$ cat config.mk
export PLATFORM = sky130hd
export DESIGN_NAME = serial_frame_receiver_crc16_flat
export DESIGN_NICKNAME = d
export VERILOG_FILES = /design/src/sv/sfr_pkg.sv /design/src/sv/sfr_in_if.sv /design/src/sv/sfr_out_if.sv /design/src/sv/sfr_crc8.sv /design/src/sv/serial_frame_receiver_crc16.sv /design/src/flat_wrapper.sv
export SDC_FILE = /design/constraint.sdc
export NUM_CORES = 1
export LEC_CHECK = 0
export BUFFER_PORTS_ARGS = -buffer_cell sky130_fd_sc_hd__buf_4
export CAP_MARGIN = 40
export CORE_UTILIZATION = 55
export CTS_CLUSTER_SIZE = 14
export DETAILED_ROUTE_END_ITERATION = 10
export PLACE_DENSITY_LB_ADDON = 0.05
export SLEW_MARGIN = 20
export SYNTH_ARGS = -nofsm -noshare
export SYNTH_HDL_FRONTEND = slang
export SYNTH_SLANG_ARGS = --single-unit
$ cat constraint.sdc
create_clock -name clk -period 5.9 [get_ports clk]
set_clock_uncertainty 0.1 [all_clocks]
set_input_delay 1.18 -clock clk [delete_from_list [all_inputs] [get_ports clk]]
set_output_delay 1.18 -clock clk [all_outputs]
set_load 0.1 [all_outputs]
$ cat src/sv/sfr_pkg.sv
`timescale 1ns / 1ps
`default_nettype none

package sfr_pkg;

  localparam logic [15:0] CRC_INIT       = 16'hFFFF;
  localparam logic [15:0] CRC_POLY       = 16'hA001;
  localparam logic [7:0]  HDR_FIRST      = 8'h55;
  localparam logic [7:0]  HDR_SECOND     = 8'h7A;
  localparam int          FRAME_OVERHEAD = 9;
  localparam logic [11:0] PAYLOAD_SAT    = 12'd4087;

  // Byte positions inside a frame that carry fields of their own.
  localparam int POS_HDR_FIRST  = 0;
  localparam int POS_HDR_SECOND = 1;
  localparam int POS_SEQ        = 3;
  localparam int POS_CMD        = 4;
  localparam int POS_LEN_HIGH   = 5;
  localparam int POS_LEN_LOW    = 6;

  typedef enum logic [2:0] {
    FS_OK       = 3'd0,
    FS_SHORT    = 3'd1,
    FS_LEN      = 3'd2,
    FS_HEADER   = 3'd3,
    FS_CRC      = 3'd4,
    FS_OVERFLOW = 3'd5
  } frame_status_t;

endpackage

`default_nettype wire

$ cat src/sv/sfr_in_if.sv
`timescale 1ns / 1ps
`default_nettype none

interface sfr_in_if;
  logic       valid;
  logic       ready;
  logic       action;
  logic [7:0] rx_byte;

  modport source (output valid, output action, output rx_byte, input ready);
  modport sink (input valid, input action, input rx_byte, output ready);
endinterface

`default_nettype wire

$ cat src/sv/sfr_out_if.sv
`timescale 1ns / 1ps
`default_nettype none

interface sfr_out_if;
  logic        valid;
  logic        ready;
  logic [2:0]  frame_status;
  logic [7:0]  command;
  logic [7:0]  comm_number;
  logic [11:0] payload_length;

  modport source (output valid, output frame_status, output command, output comm_number,
                  output payload_length, input ready);
  modport sink (input valid, input frame_status, input command, input comm_number,
                input payload_length, output ready);
endinterface

`default_nettype wire

$ cat src/sv/sfr_crc8.sv
`timescale 1ns / 1ps
`default_nettype none

// One byte of CRC-16/MODBUS: eight reflected shift steps, unrolled.
module sfr_crc8 import sfr_pkg::*; (
  input  logic [15:0] crc_in,
  input  logic [7:0]  data,
  output logic [15:0] crc_out
);

  always_comb begin
    logic [15:0] c;
    c = crc_in ^ {8'h00, data};
    for (int k = 0; k < 8; k++) begin
      if (c[0]) begin
        c = (c >> 1) ^ CRC_POLY;
      end else begin
        c = c >> 1;
      end
    end
    crc_out = c;
  end

endmodule

`default_nettype wire

$ cat src/sv/serial_frame_receiver_crc16.sv
// A frame's ending tick is registered in the input stage, its result in the output stage.
// Throughput: one byte or tick transaction per cycle; the frame state is updated by one
// registered step per item, with the byte CRC unrolled into that step.
// A result waiting in the output register stalls only items that would end another frame.
// Reset (rst, synchronous, active high) empties both stages, clears the frame state and
// sets idle_timeout to 5.
`timescale 1ns / 1ps
`default_nettype none

module serial_frame_receiver_crc16 import sfr_pkg::*; #(
  parameter int MAX_FRAME_BYTES = 4096
) (
  input  logic       clk,
  input  logic       rst,
  sfr_in_if.sink     rx,
  sfr_out_if.source  result,
  input  logic       cfg_we,
  input  logic [7:0] cfg_wdata
);

  localparam int CNT_W = $clog2(MAX_FRAME_BYTES + 1);
  localparam int SUM_W = 17;

  logic [7:0] idle_timeout;

  // Input stage.
  logic       in_valid;
  logic       in_action;
  logic [7:0] in_byte;

  // Frame state.
  logic [CNT_W-1:0] byte_count, byte_count_next;
  logic [7:0]       idle_ticks, idle_ticks_next;
  logic [15:0]      running_crc, running_crc_next;
  logic [15:0]      trailer_delay, trailer_delay_next;
  logic             header_ok, header_ok_next;
  logic [15:0]      length_field, length_field_next;
  logic [7:0]       seq_byte, seq_byte_next;
  logic [7:0]       cmd_byte, cmd_byte_next;
  logic             overflowed, overflowed_next;

  // Output stage.
  logic          out_valid, out_valid_next;
  frame_status_t out_status;
  logic [7:0]    out_command;
  logic [7:0]    out_comm_number;
  logic [11:0]   out_payload_length;

  logic          frame_done;
  logic          step;
  logic [15:0]   crc_fed;
  frame_status_t status_now;
  logic [11:0]   plen_now;

  sfr_crc8 u_crc8 (
    .crc_in  (running_crc),
    .data    (trailer_delay[15:8]),
    .crc_out (crc_fed)
  );

  assign frame_done = in_action && (byte_count != '0) && (idle_ticks >= idle_timeout);
  // An item that ends a frame needs room in the output register; any other item never waits.
  assign step     = in_valid && (!frame_done || !out_valid || result.ready);
  assign rx.ready = !in_valid || step;

  always_comb begin
    priority if (overflowed) begin
      status_now = FS_OVERFLOW;
    end else if (byte_count < CNT_W'(FRAME_OVERHEAD)) begin
      status_now = FS_SHORT;
    end else if (SUM_W'(byte_count) != (SUM_W'(length_field) + SUM_W'(FRAME_OVERHEAD))) begin
      status_now = FS_LEN;
    end else if (!header_ok) begin
      status_now = FS_HEADER;
    end else if (trailer_delay != running_crc) begin
      status_now = FS_CRC;
    end else begin
      status_now = FS_OK;
    end
    plen_now = (length_field > {4'h0, PAYLOAD_SAT}) ? PAYLOAD_SAT : length_field[11:0];
  end

  always_comb begin
    byte_count_next    = byte_count;
    idle_ticks_next    = idle_ticks;
    running_crc_next   = running_crc;
    trailer_delay_next = trailer_delay;
    header_ok_next     = header_ok;
    length_field_next  = length_field;
    seq_byte_next      = seq_byte;
    cmd_byte_next      = cmd_byte;
    overflowed_next    = overflowed;
    if (step) begin
      if (!in_action) begin
        idle_ticks_next = '0;
        if (byte_count >= CNT_W'(MAX_FRAME_BYTES)) begin
          // The byte is dropped but still counts as activity on the line.
          overflowed_next = 1'b1;
        end else begin
          // The CRC trails the input by two bytes so the trailer stays out of it.
          if (byte_count >= CNT_W'(2)) begin
            running_crc_next = crc_fed;
          end
          trailer_delay_next = {trailer_delay[7:0], in_byte};
          if (byte_count == CNT_W'(POS_HDR_FIRST) && in_byte != HDR_FIRST) begin
            header_ok_next = 1'b0;
          end
          if (byte_count == CNT_W'(POS_HDR_SECOND) && in_byte != HDR_SECOND) begin
            header_ok_next = 1'b0;
          end
          if (byte_count == CNT_W'(POS_SEQ)) begin
            seq_byte_next = in_byte;
          end
          if (byte_count == CNT_W'(POS_CMD)) begin
            cmd_byte_next = in_byte;
          end
          if (byte_count == CNT_W'(POS_LEN_HIGH)) begin
            length_field_next[15:8] = in_byte;
          end
          if (byte_count == CNT_W'(POS_LEN_LOW)) begin
            length_field_next[7:0] = in_byte;
          end
          byte_count_next = byte_count + CNT_W'(1);
        end
      end else if (byte_count != '0) begin
        if (frame_done) begin
          byte_count_next    = '0;
          idle_ticks_next    = '0;
          running_crc_next   = CRC_INIT;
          trailer_delay_next = '0;
          header_ok_next     = 1'b1;
          length_field_next  = '0;
          seq_byte_next      = '0;
          cmd_byte_next      = '0;
          overflowed_next    = 1'b0;
        end else begin
          idle_ticks_next = idle_ticks + 8'd1;
        end
      end
    end
  end

  always_comb begin
    if (step && frame_done) begin
      out_valid_next = 1'b1;
    end else if (result.ready) begin
      out_valid_next = 1'b0;
    end else begin
      out_valid_next = out_valid;
    end
  end

  always_ff @(posedge clk) begin
    if (rst) begin
      idle_timeout  <= 8'd5;
      in_valid      <= 1'b0;
      out_valid     <= 1'b0;
      byte_count    <= '0;
      idle_ticks    <= '0;
      running_crc   <= CRC_INIT;
      trailer_delay <= '0;
      header_ok     <= 1'b1;
      length_field  <= '0;
      seq_byte      <= '0;
      cmd_byte      <= '0;
      overflowed    <= 1'b0;
    end else begin
      if (cfg_we) begin
        idle_timeout <= cfg_wdata;
      end
      if (rx.ready) begin
        in_valid <= rx.valid;
      end
      out_valid     <= out_valid_next;
      byte_count    <= byte_count_next;
      idle_ticks    <= idle_ticks_next;
      running_crc   <= running_crc_next;
      trailer_delay <= trailer_delay_next;
      header_ok     <= header_ok_next;
      length_field  <= length_field_next;
      seq_byte      <= seq_byte_next;
      cmd_byte      <= cmd_byte_next;
      overflowed    <= overflowed_next;
    end
  end

  always_ff @(posedge clk) begin
    if (rx.valid && rx.ready) begin
      in_action <= rx.action;
      in_byte   <= rx.rx_byte;
    end
    if (step && frame_done) begin
      out_status         <= status_now;
      out_command        <= cmd_byte;
      out_comm_number    <= seq_byte;
      out_payload_length <= plen_now;
    end
  end

  assign result.valid          = out_valid;
  assign result.frame_status   = out_status;
  assign result.command        = out_command;
  assign result.comm_number    = out_comm_number;
  assign result.payload_length = out_payload_length;

endmodule

`default_nettype wire

$ cat src/flat_wrapper.sv
// flat-port wrapper written by rule: the top's interface ports become plain ports
module serial_frame_receiver_crc16_flat import sfr_pkg::*;
#(
  parameter int MAX_FRAME_BYTES = 4096
)
  (clk, rst, cfg_we, cfg_wdata, rx_valid, rx_action, rx_rx_byte, rx_ready, result_valid, result_frame_status, result_command, result_comm_number, result_payload_length, result_ready);
  sfr_in_if rx_i ();
  sfr_out_if result_i ();
  input  logic clk;
  input  logic rst;
  input  logic cfg_we;
  input  logic [7:0] cfg_wdata;
  input wire logic [$bits(rx_i.valid)-1:0] rx_valid;
  input wire logic [$bits(rx_i.action)-1:0] rx_action;
  input wire logic [$bits(rx_i.rx_byte)-1:0] rx_rx_byte;
  output wire logic [$bits(rx_i.ready)-1:0] rx_ready;
  output wire logic [$bits(result_i.valid)-1:0] result_valid;
  output wire logic [$bits(result_i.frame_status)-1:0] result_frame_status;
  output wire logic [$bits(result_i.command)-1:0] result_command;
  output wire logic [$bits(result_i.comm_number)-1:0] result_comm_number;
  output wire logic [$bits(result_i.payload_length)-1:0] result_payload_length;
  input wire logic [$bits(result_i.ready)-1:0] result_ready;
  assign rx_i.valid = rx_valid;
  assign rx_i.action = rx_action;
  assign rx_i.rx_byte = rx_rx_byte;
  assign rx_ready = rx_i.ready;
  assign result_valid = result_i.valid;
  assign result_frame_status = result_i.frame_status;
  assign result_command = result_i.command;
  assign result_comm_number = result_i.comm_number;
  assign result_payload_length = result_i.payload_length;
  assign result_i.ready = result_ready;
  serial_frame_receiver_crc16 #(.MAX_FRAME_BYTES(MAX_FRAME_BYTES)) u_core (.clk(clk), .rst(rst), .rx(rx_i), .result(result_i), .cfg_we(cfg_we), .cfg_wdata(cfg_wdata));
endmodule
==> metrics, run 1 <==
Int Pwr 1.69 mW; Die ar. about 12000 µm²; crit-path max cell delay 0.54 ns; postcts setup bufs 0; CTS H-tree depth 4; Cell variety after synth 61; synth cell count leaders 97 x dfxtp_1, 79 x nor2_1, 70 x nand2_1, 50 x xnor2_1, 40 x edfxtp_1; Peak Freq 252 MHz; Net Sw Frac 0.209; worst hold slack about 0.33 ns; TNS Setup 0 ns; routed length per instance 16.2 µm; Initial Utilization 0.575; final worst-path cycle share 0.672; CORE AREA 11000 µm²; IO Port Bufs 54; row count 38; synth top area cells dfxtp_1 31%, edfxtp_1 19%, xnor2_1 6.9%; CTS tree built; Fillers 888; worst r2r src u_core.byte_count[5]; post-synth top area cell dfxtp_1; Ys Warns 0; area of the multi-input gates 3020 µm²; vias in the first global route ~4600; worst-path maximum fanout 9; critical path class register to output pin; # nets final 728; Syn Nets 671; drt first pass iters 4; RSZ-0062 raised after global routing false; antenna-violating nets left 0; Leak 3.03 nW; clk slew on worst S/H paths 0.06 ns; Worst VDD drop ~0.00027 V; final routed DRC violation total 0; number of synthesized flops with an enable pin 40; initial antenna violation count 0; n_diodes 0; shortest clock period the worst path allows after layout 3.96 ns; CP startpoint u_core.idle_ticks[2]; Worst EP required 4.62 ns; register area 3140 µm²; via density per instance approximately 5.6; post-synthesis cell area about 6300 µm²; cell with the most instances after synthesis dfxtp_1; Hold/Removal Path Class register to register; sequential share of the synthesized area 0.496; hold path start u_core.cmd_byte[2]; die height 109 µm; worst-skew pair later-pin latency 0.42 ns; max-slew violations 0; Syn Area/Cell roughly 10 µm²; Final Hold Fails 0; largest net degree at the start of global routing a little over 50; Synth top area share 0.306; vias 4696; Resized cells post-CTS 0; clock share of power 0.501; cts hold-fix bufs 0; Worst setup SP type register; aggregate global routing overflow 0; fraction of layout cells with a size suffix above 1 0.157; crit path cell chain ha_1 -> a211oi_1 -> o21ai_1 -> a41oi_2 -> nor3_1 -> nand3_1 -> buf_4; FF+latch count, synth 137; Synth Instances 635; Power Density between 200 and 300 nW/µm²; asr flop ratio synth 0; Net Sw Power 0.447 mW; post-layout util 0.678; clock tree buffer depth 2; Routed WL 13.7 mm; slowest library cell on the worst path a41oi_2; worst rel slew slack 0.463; maxcap violations 0; WP data arrival 2.68 ns; GRT Overall Usage 0.253; Layout area overhead 17.9%; crit path capture type output pin; Num Clock Sinks 137; total CTS buffers 17; status finished, final reports clean; CTS root buffer clkbuf_16; Worst-Margin Slew 0.804 ns; violation count after the first detailed-route iteration 257; die width 109 µm; Final HPWL DP between 9 and 10 mm; sequential power share 0.462; main flop type after synthesis dfxtp_1; Setup violations, final 0; first-pass GRT wire length 22.5 mm; gp weighted congestion about 0.9; I/O Pins 55; Logic pwr share 0.038
==> worst max-delay path, delay by kind of cell, from the launching register on <==
kind                       cells  cell delay (ns)
buffers and inverters          1             0.31
adders and majority gates      1             0.30
DFF                            1             0.46
and+or+nand+nor                2             0.31
AOI/OAI and AO/OA              3             0.88
==> layout by cell type (no fill, tap or decap), types with 12 or more instances in the layout <==
cell type / count
edfxtp_1: 40
ha_1: 14
clkbuf_16: 17
dfxtp_1: 97
xor2_1: 17
nand4_1: 13
buf_4: 58
nand2_1: 70
nand3_1: 12
a21oi_1: 29
nor2_1: 78
o22ai_1: 15
inv_1: 17
nor3_1: 13
mux2i_1: 39
xnor2_1: 50
nand2b_1: 14
==> worst paths after layout <==
path,endpoint,slack [ns],depth (start not counted)
setup / recovery,rx_ready,1.94,7
hold reg to reg,u_core.result.command[2],0.33,0
setup reg to reg,u_core.running_crc[10],2.90,7
hold / removal,u_core.result.command[2],0.33,0
==> cell families (layout without fill, tap and decap cells) <==
group | Yosys count | in the layout | share of synthesized area
compound gates | 87 | 87 | 0.0956
simple gates | 243 | 243 | 0.185
flops | 137 | 137 | 0.496
buf+inv | 43 | 113 | 0.0284
xor+xnor | 71 | 71 | 0.104
fa+ha+maj | 14 | 14 | 0.0276
mux | 40 | 40 | 0.0634
==> routing by layer <==
metal	GRT usage	part of all wire	vias to the layer above
li1	-	-	2323
met1	0.303	0.43	2249
met2	0.424	0.51	101
met3	0.0628	0.037	23
met4	0.126	0.021	0
met5	0	0	-
==> final cells by class <==
cell class / instances / area share
clock buffer: 20 / 0.0611
clock inverter: 12 / 0.0194
inverter: 18 / 0.00904
multi-input combinational: 455 / 0.404
sequential: 137 / 0.421
tap: 140 / 0.0234
timing repair buffer: 63 / 0.0628
==> sequential cells by signal, indices dropped and copies added (netlist names) <==
register / flops
u_core.overflowed: 1
u_core.in_byte: 8
u_core.result.frame_status: 3
u_core.result.command: 8
u_core.result.valid: 1
u_core.result.comm_number: 8
u_core.length_field: 16
u_core.in_valid: 1
u_core.header_ok: 1
u_core.byte_count: 13
u_core.idle_ticks: 8
u_core.running_crc: 16
u_core.seq_byte: 8
u_core.idle_timeout: 8
u_core.result.payload_length: 12
u_core.trailer_delay: 16
u_core.cmd_byte: 8
u_core.in_action: 1
==> power groups by stage <==
| stage | clock network [mW] | registers (mW) | logic [mW] |
|---|---|---|---|
| 6_report | 1.07 | 0.987 | 0.0802 |
| 5_1_grt | 1.13 | 0.988 | 0.0886 |
| 4_1_cts | 1.09 | 0.986 | 0.0798 |
| 3_5_place_dp | 0 | 1.01 | 0.0783 |
| 3_3_place_gp | 0 | 1.01 | 0.0753 |
| 2_1_floorplan | 0 | 1.00 | 0.0518 |
==> per-stage QoR <==
step	total power, mW	cells	cell area, µm²	setup slack [ns]
detailed placement	1.08	811	6860	2.38
floorplan	1.05	635	6340	2.33
global placement	1.08	807	6830	2.44
global route	2.20	845	7470	1.78
CTS	2.15	843	7460	1.92
finish	2.14	845	7470	1.94
(Power assumes the default switching activity.)
==> run 2, diff against run 1 <==
Settings changed: ABC_AREA from default to 1, CORE_UTILIZATION 55 to 54.
Clock period 5.9 ns to 3.3 ns, I/O delays scaled along.
==> run 2 against run 1 <==
Effect of this change: combinational power rose to 4.7 times the previous value; register-to-register slack got worse by 2.2 ns; first-iteration DRC count rose by 59%; total power rose by 93%; sequential share of layout area fell by 2.6 points; routed wire length rose by 15%; highest routed layer unchanged.
==> metrics, run 2 <==
status finished, final reports clean (unchanged); Synth Instances 886 (was 635); first-pass GRT wire length 26.4 mm (was 22.5 mm); commonest non-fill, non-tap cell in the layout nand2_1 (was dfxtp_1); FF+latch count, synth 137 (unchanged); Leak 3.43 nW (was 3.03 nW); Reg2Reg Depth 15 (was 7); final routed DRC violation total 0 (unchanged); fraction of layout cells with a size suffix above 1 0.151 (was 0.157); largest net degree at the start of global routing 53 (was 51); number of synthesized flops with an enable pin 40 (unchanged); cts hold-fix bufs 0 (unchanged); crit path cell chain inv_1 -> ha_1 -> inv_1 -> a21boi_0 -> o21bai_1 -> nand2_1 -> nand2_1 -> nand2_1 -> nand2_2 -> inv_1 -> nand3_1 -> buf_4 (was ha_1 -> a211oi_1 -> o21ai_1 -> a41oi_2 -> nor3_1 -> nand3_1 -> buf_4); asr flop ratio synth 0 (unchanged); vias in the first global route 5551 (was 4640); Power Density 517 nW/µm² (was 286 nW/µm²); vias 5886 (was 4696); Syn Nets 922 (was 671); Logic pwr share 0.091 (was 0.038); max-slew violations 0 (unchanged); Routed WL 15.8 mm (was 13.7 mm); Net Sw Power 1.07 mW (was 0.447 mW); violation count after the first detailed-route iteration 409 (was 257); Worst EP required 2.54 ns (was 4.62 ns); die height 115 µm (was 109 µm); clk slew on worst S/H paths 0.06 ns (about the same); RSZ-0062 raised after global routing false (unchanged); Resized cells post-CTS 0 (unchanged); main flop type after synthesis dfxtp_1 (unchanged); Peak Freq 330 MHz; total CTS buffers 17 (unchanged); I/O Pins 55 (unchanged); crit path capture type output pin (unchanged); n_diodes 0 (unchanged); Int Pwr 3.05 mW (was 1.69 mW); CORE AREA 12300 µm² (was 11000 µm²); most frequent cells in the layout 212 x nand2_1, 97 x dfxtp_1, 89 x inv_1, 73 x nor2_1, 69 x a21oi_1 (was 97 x dfxtp_1, 78 x nor2_1, 70 x nand2_1, 58 x buf_4, 50 x xnor2_1); sequential power share 0.447 (was 0.462); Num Clock Sinks 137 (unchanged); Worst VDD drop 0.000277 V (was 0.000265 V); initial antenna violation count 0 (unchanged); Final Hold Fails 0 (unchanged); die width 115 µm (was 109 µm); CTS H-tree depth 4 (unchanged); Setup violations, final 0 (unchanged); antenna-violating nets left 0 (unchanged); Net Sw Frac 0.260 (was 0.209); clock tree buffer depth 2 (unchanged); CTS root buffer clkbuf_16 (unchanged); worst-skew pair later-pin latency 0.43 ns (was 0.42 ns); Worst-Margin Slew 0.581 ns (was 0.804 ns); WP data arrival 2.27 ns (was 2.68 ns); maxcap violations 0 (unchanged); clock share of power 0.461 (was 0.501); drt first pass iters 5 (was 4); CTS tree built (unchanged); Die ar. 13200 µm² (was 12000 µm²); synth cell count leaders 212 x nand2_1, 97 x dfxtp_1, 89 x inv_1, 73 x nor2_1, 69 x a21oi_1 (was 97 x dfxtp_1, 79 x nor2_1, 70 x nand2_1, 50 x xnor2_1, 40 x edfxtp_1); routed length per instance 14.2 µm (was 16.2 µm); Worst setup SP type register (unchanged); sequential share of the synthesized area 0.455 (was 0.496); worst rel slew slack 0.608 (was 0.463); Synth top area share 0.281 (was 0.306); Syn Area/Cell 7.80 µm² (was 9.98 µm²); Ys Warns 0 (unchanged); # nets final 970 (was 728); post-synth top area cell dfxtp_1 (unchanged); Initial Utilization 0.563 (was 0.575); postcts setup bufs 0 (unchanged); hold path depth 1 (was 0); worst-path maximum fanout 4 (was 9); final instance area 7970 µm² (was 7470 µm²); shortest clock period the worst path allows after layout around 3.0 ns; post-synthesis cell area 6910 µm² (was 6340 µm²); TNS Setup 0 ns (unchanged); Final HPWL DP 11.4 mm (was 9.40 mm); aggregate global routing overflow 0 (unchanged); cell with the most instances after synthesis nand2_1 (was dfxtp_1); Largest regs u_core.length_field: 16 flops, u_core.running_crc: 16 flops, u_core.trailer_delay: 16 flops (unchanged); crit-path max cell delay 0.38 ns (was 0.54 ns); Hold/Removal Path Class input pin to register (was register to register); GRT Overall Usage 0.261 (was 0.253); Layout area overhead 15.4% (was 17.9%); critical path class register to output pin (unchanged); gp weighted congestion 0.892 (was 0.912); via density per instance 5.28 (was 5.56); placed cell area 7380 µm² (was 6860 µm²); slowest library cell on the worst path dfxtp_1 (was a41oi_2); row count 40 (was 38); synth top area cells dfxtp_1 28%, edfxtp_1 17%, nand2_1 12% (was dfxtp_1 31%, edfxtp_1 19%, xnor2_1 6.9%); IO Port Bufs 54 (unchanged); Fillers 1037 (was 888); final worst-path cycle share 0.918; Cell variety after synth 40 (was 61)
-- run 2: final cells by class --
cell class | count | area, µm² | area share
clock buffer | 18 | 429 | 0.0539
clock inverter | 14 | 160 | 0.0201
inverter | 96 | 365 | 0.0459
multi-input combinational | 623 | 3220 | 0.404
sequential | 137 | 3140 | 0.394
tap | 168 | 210 | 0.0264
timing repair buffer | 59 | 443 | 0.0556
-- run 2: critical path, delay by kind of cell (launching register included) --
| family | cells | cell delay [ns] |
|---|---|---|
| adders and majority gates | 1 | 0.29 |
| DFF | 1 | 0.38 |
| buffers and inverters | 4 | 0.50 |
| and+or+nand+nor | 5 | 0.48 |
| AOI/OAI and AO/OA | 2 | 0.19 |
-- run 2: per-stage QoR --
step | cells | total power, mW | worst slack (ns) | hold WS [ns] | util
2_1_floorplan | 886 | 2.15 | 0.351 | 0.303 | -
3_3_place_gp | 1083 | 2.24 | 0.779 | 0.310 | 0.602
6_report | 1115 | 4.12 | 0.270 | 0.305 | 0.650
5_1_grt | 1115 | 4.29 | 0.0433 | 0.299 | 0.650
4_1_cts | 1115 | 4.15 | 0.260 | 0.298 | 0.650
3_5_place_dp | 1083 | 2.25 | 0.732 | 0.320 | 0.602
-- run 2: worst paths after layout --
check	endpoint	slack, ns	start
setup reg to reg	u_core.running_crc[0]	0.72	u_core.idle_ticks[0]
hold reg to reg	u_core.result.command[6]	0.34	u_core.cmd_byte[6]
setup / recovery	rx_ready	0.27	u_core.idle_ticks[0]
hold / removal	u_core.in_byte[0]	0.31	rx_rx_byte[0]
-- run 2: cells by family after synthesis --
group           Yosys count  synth area share
compound gates          157             0.120
xor+xnor                 33            0.0418
fa+ha+maj                14            0.0254
buf+inv                 126            0.0792
flops                   137             0.455
simple gates            419             0.279
-- run 2: per-layer routing --
| layer | wire [µm] | part of all wire | track usage |
|---|---|---|---|
| met1 | 7200 | 0.46 | 0.335 |
| met4 | 267 | 0.017 | 0.118 |
| met3 | 859 | 0.054 | 0.0480 |
| met5 | 0 | 0 | 0 |
| met2 | 7460 | 0.47 | 0.428 |
-- run 2: power groups by stage --
stage	Combinational [mW]	Clock, mW	Sequential (mW)
floorplan	0.291	0	1.86
global placement	0.365	0	1.88
detailed placement	0.374	0	1.88
CTS	0.377	1.93	1.84
global route	0.430	2.01	1.85
finish	0.377	1.90	1.84
==> run 3, diff against run 2 <==
--- a/config.mk
+++ b/config.mk
@@ -7,4 +7,5 @@
 export LEC_CHECK = 0
 export ABC_AREA = 1
+export ABC_CLOCK_PERIOD_IN_PS = 3300
 export BUFFER_PORTS_ARGS = -buffer_cell sky130_fd_sc_hd__buf_4
 export CAP_MARGIN = 40
==> constraint.sdc (replaced) <==
create_clock -name clk -period 3.3 [get_ports clk]
set_clock_uncertainty 0.1 [all_clocks]
set_input_delay 0.165 -clock clk [delete_from_list [all_inputs] [get_ports clk]]
set_output_delay 0.165 -clock clk [all_outputs]
set_load 0.1 [all_outputs]
==> run 3 against run 2 <==
Effect of this change: critical path depth increased by 3; sequential power about the same; hold slack improved by 0.028 ns; largest cell class unchanged; via count increased by 3.5%; largest power group is now sequential cells; fmax increased by 12%.
==> metrics, run 3 (same netlist as run 2, synthesis figures left out) <==
aggregate global routing overflow 0 (unchanged); TNS Setup 0 ns (unchanged); vias in the first global route 5660 (was 5551); postcts setup bufs 0 (unchanged); drt first pass iters 5 (unchanged); RR Endpoint u_core.byte_count[4] (was u_core.running_crc[0]); Peak Freq 369 MHz (was 330 MHz); total CTS buffers 17 (unchanged); maxcap violations 0 (unchanged); Hold/Removal Path Class register to register (was input pin to register); final routed DRC violation total 0 (unchanged); violation count after the first detailed-route iteration 477 (was 409); Reg2Reg Depth 15 (unchanged); Power Density 499 nW/µm² (was 517 nW/µm²); most frequent cells in the layout 212 x nand2_1, 97 x dfxtp_1, 89 x inv_1, 73 x nor2_1, 69 x a21oi_1 (unchanged); gp weighted congestion 0.874 (was 0.892); Initial Utilization 0.563 (unchanged); Pwr Total 4.07 mW (was 4.12 mW); register area 3140 µm² (unchanged); Routed WL 16.5 mm (was 15.8 mm); Leak 3.52 nW (was 3.43 nW); commonest non-fill, non-tap cell in the layout nand2_1 (unchanged); WL met1 7.50 mm (was 7.20 mm); CORE AREA 12300 µm² (unchanged); row count 40 (unchanged); n_diodes 0 (unchanged); via density per instance 5.36 (was 5.28); Final Hold Fails 0 (unchanged); Net Sw Power 1.08 mW (was 1.07 mW); clk slew on worst S/H paths 0.06 ns (about the same); Worst VDD drop 0.000485 V (was 0.000277 V); first-pass GRT wire length 27.1 mm (was 26.4 mm); # nets final 992 (was 970); Worst setup SP type register (unchanged); Int Pwr 2.99 mW (was 3.05 mW); Setup violations, final 0 (unchanged); WP data arrival 2.92 ns (was 2.27 ns); Fillers 1023 (was 1037); CTS root buffer clkbuf_16 (unchanged); clock share of power 0.449 (was 0.461); crit path capture type register (was output pin); die width 115 µm (unchanged); Layout area overhead 18.2% (was 15.4%); hold path depth 0 (was 1); status finished, final reports clean (unchanged); die height 115 µm (unchanged); critical path class register to register (was register to output pin); Net Sw Frac 0.266 (was 0.260); RSZ-0062 raised after global routing false (unchanged); worst rel slew slack 0.620 (was 0.608); cts hold-fix bufs 23 (was 0); IO Port Bufs 54 (unchanged); dpl ws 0.614 ns (was 0.732 ns); DR WL met3 910 µm (was 859 µm); routed length per instance 14.5 µm (was 14.2 µm); I/O Pins 55 (unchanged); vias 6090 (was 5886); GRT Overall Usage 0.267 (was 0.261); R2R setup slack 0.59 ns (was 0.72 ns); DR WL met2 7.85 mm (was 7.46 mm); Worst EP required 3.52 ns (was 2.54 ns); largest net degree at the start of global routing 56 (was 53); antenna-violating nets left 0 (unchanged); Die ar. 13200 µm² (unchanged); Worst-Margin Slew 0.569 ns (was 0.581 ns); worst-skew pair later-pin latency 0.42 ns (was 0.43 ns); shortest clock period the worst path allows after layout 2.71 ns (was 3.03 ns); CTS tree built (unchanged); Logic pwr share 0.099 (was 0.091); highest layer used for signal routing met4 (unchanged); final worst-path cycle share 0.820 (was 0.918); Hold Crit Endpoint u_core.result.command[0] (was u_core.in_byte[0]); Final WS setup 0.593 ns (was 0.270 ns); worst r2r src u_core.idle_ticks[0] (unchanged); Resized cells post-CTS 0 (unchanged); worst-path maximum fanout 24 (was 4); Num Clock Sinks 137 (unchanged); clock tree buffer depth 2 (unchanged); Largest regs u_core.length_field: 16 flops, u_core.running_crc: 16 flops, u_core.trailer_delay: 16 flops (unchanged); Final HPWL DP 11.3 mm (was 11.4 mm); initial antenna violation count 0 (unchanged); fraction of layout cells with a size suffix above 1 0.147 (was 0.151); max-slew violations 0 (unchanged); CTS H-tree depth 4 (unchanged); hold path start u_core.cmd_byte[0] (was rx_rx_byte[0]); area of the multi-input gates 3220 µm² (unchanged); sequential power share 0.453 (was 0.447)
## run 3: layer usage
| layer | vias to the layer above | track usage |
|---|---|---|
| li1 | 3041 | - |
| met4 | 0 | 0.0918 |
| met5 | - | 0 |
| met3 | 20 | 0.0590 |
| met1 | 2835 | 0.337 |
| met2 | 194 | 0.452 |
## run 3: critical path: stages (launching register included)
cell and delay, ns:
dfxtp_1 0.38, inv_1 0.08, ha_1 0.28, inv_1 0.05
a21boi_0 0.06, o21bai_1 0.12, nand2_1 0.06, nand2_1 0.05
nand2_1 0.11, nand3_4 0.11, nand3_4 0.17, nor2_4 0.48
buf_4 0.32, nand3_1 0.09, nand2_1 0.09, nor2_1 0.04
## run 3: through the flow
| step | hold WS, ns | utilization | cells | cell area, µm² |
|---|---|---|---|---|
| after floorplan | 0.164 | - | 886 | 6910 |
| after global placement | 0.244 | 0.601 | 1082 | 7370 |
| after detailed placement | 0.244 | 0.601 | 1082 | 7370 |
| after CTS | 0.334 | 0.666 | 1136 | 8160 |
| after global routing | 0.342 | 0.666 | 1136 | 8160 |
| final | 0.333 | 0.666 | 1136 | 8160 |
## run 3: power by group through the flow
stage	sequential [mW]	combinational (mW)	clock, mW
after floorplan	1.86	0.291	0
after CTS	1.84	0.398	1.85
final	1.84	0.402	1.83
after global placement	1.88	0.364	0
after detailed placement	1.88	0.375	0
after global routing	1.85	0.455	1.93
## run 3: how the worst max path moves through the flow
| stage | start | end | slack (ns) | depth (start not counted) |
|---|---|---|---|---|
| CTS | u_core.idle_ticks[0] | u_core.byte_count[4] | 0.60 | 15 |
| floorplan | u_core.result.valid | u_core.in_action | 0.35 | 5 |
| global placement | u_core.idle_ticks[0] | u_core.running_crc[0] | 0.70 | 15 |
| global route | u_core.idle_ticks[0] | u_core.trailer_delay[12] | 0.35 | 14 |
| finish | u_core.idle_ticks[0] | u_core.byte_count[4] | 0.59 | 15 |
| detailed placement | u_core.idle_ticks[0] | u_core.byte_count[5] | 0.61 | 15 |
## run 3: final cells by class
cell class / instances / share of cell area
flip-flops and latches: 137 / 0.385
inverters: 96 / 0.0448
clock buffers: 17 / 0.0521
well taps: 168 / 0.0257
clock inverters: 14 / 0.0169
repair buffers: 81 / 0.0815
multi-input cells: 623 / 0.394
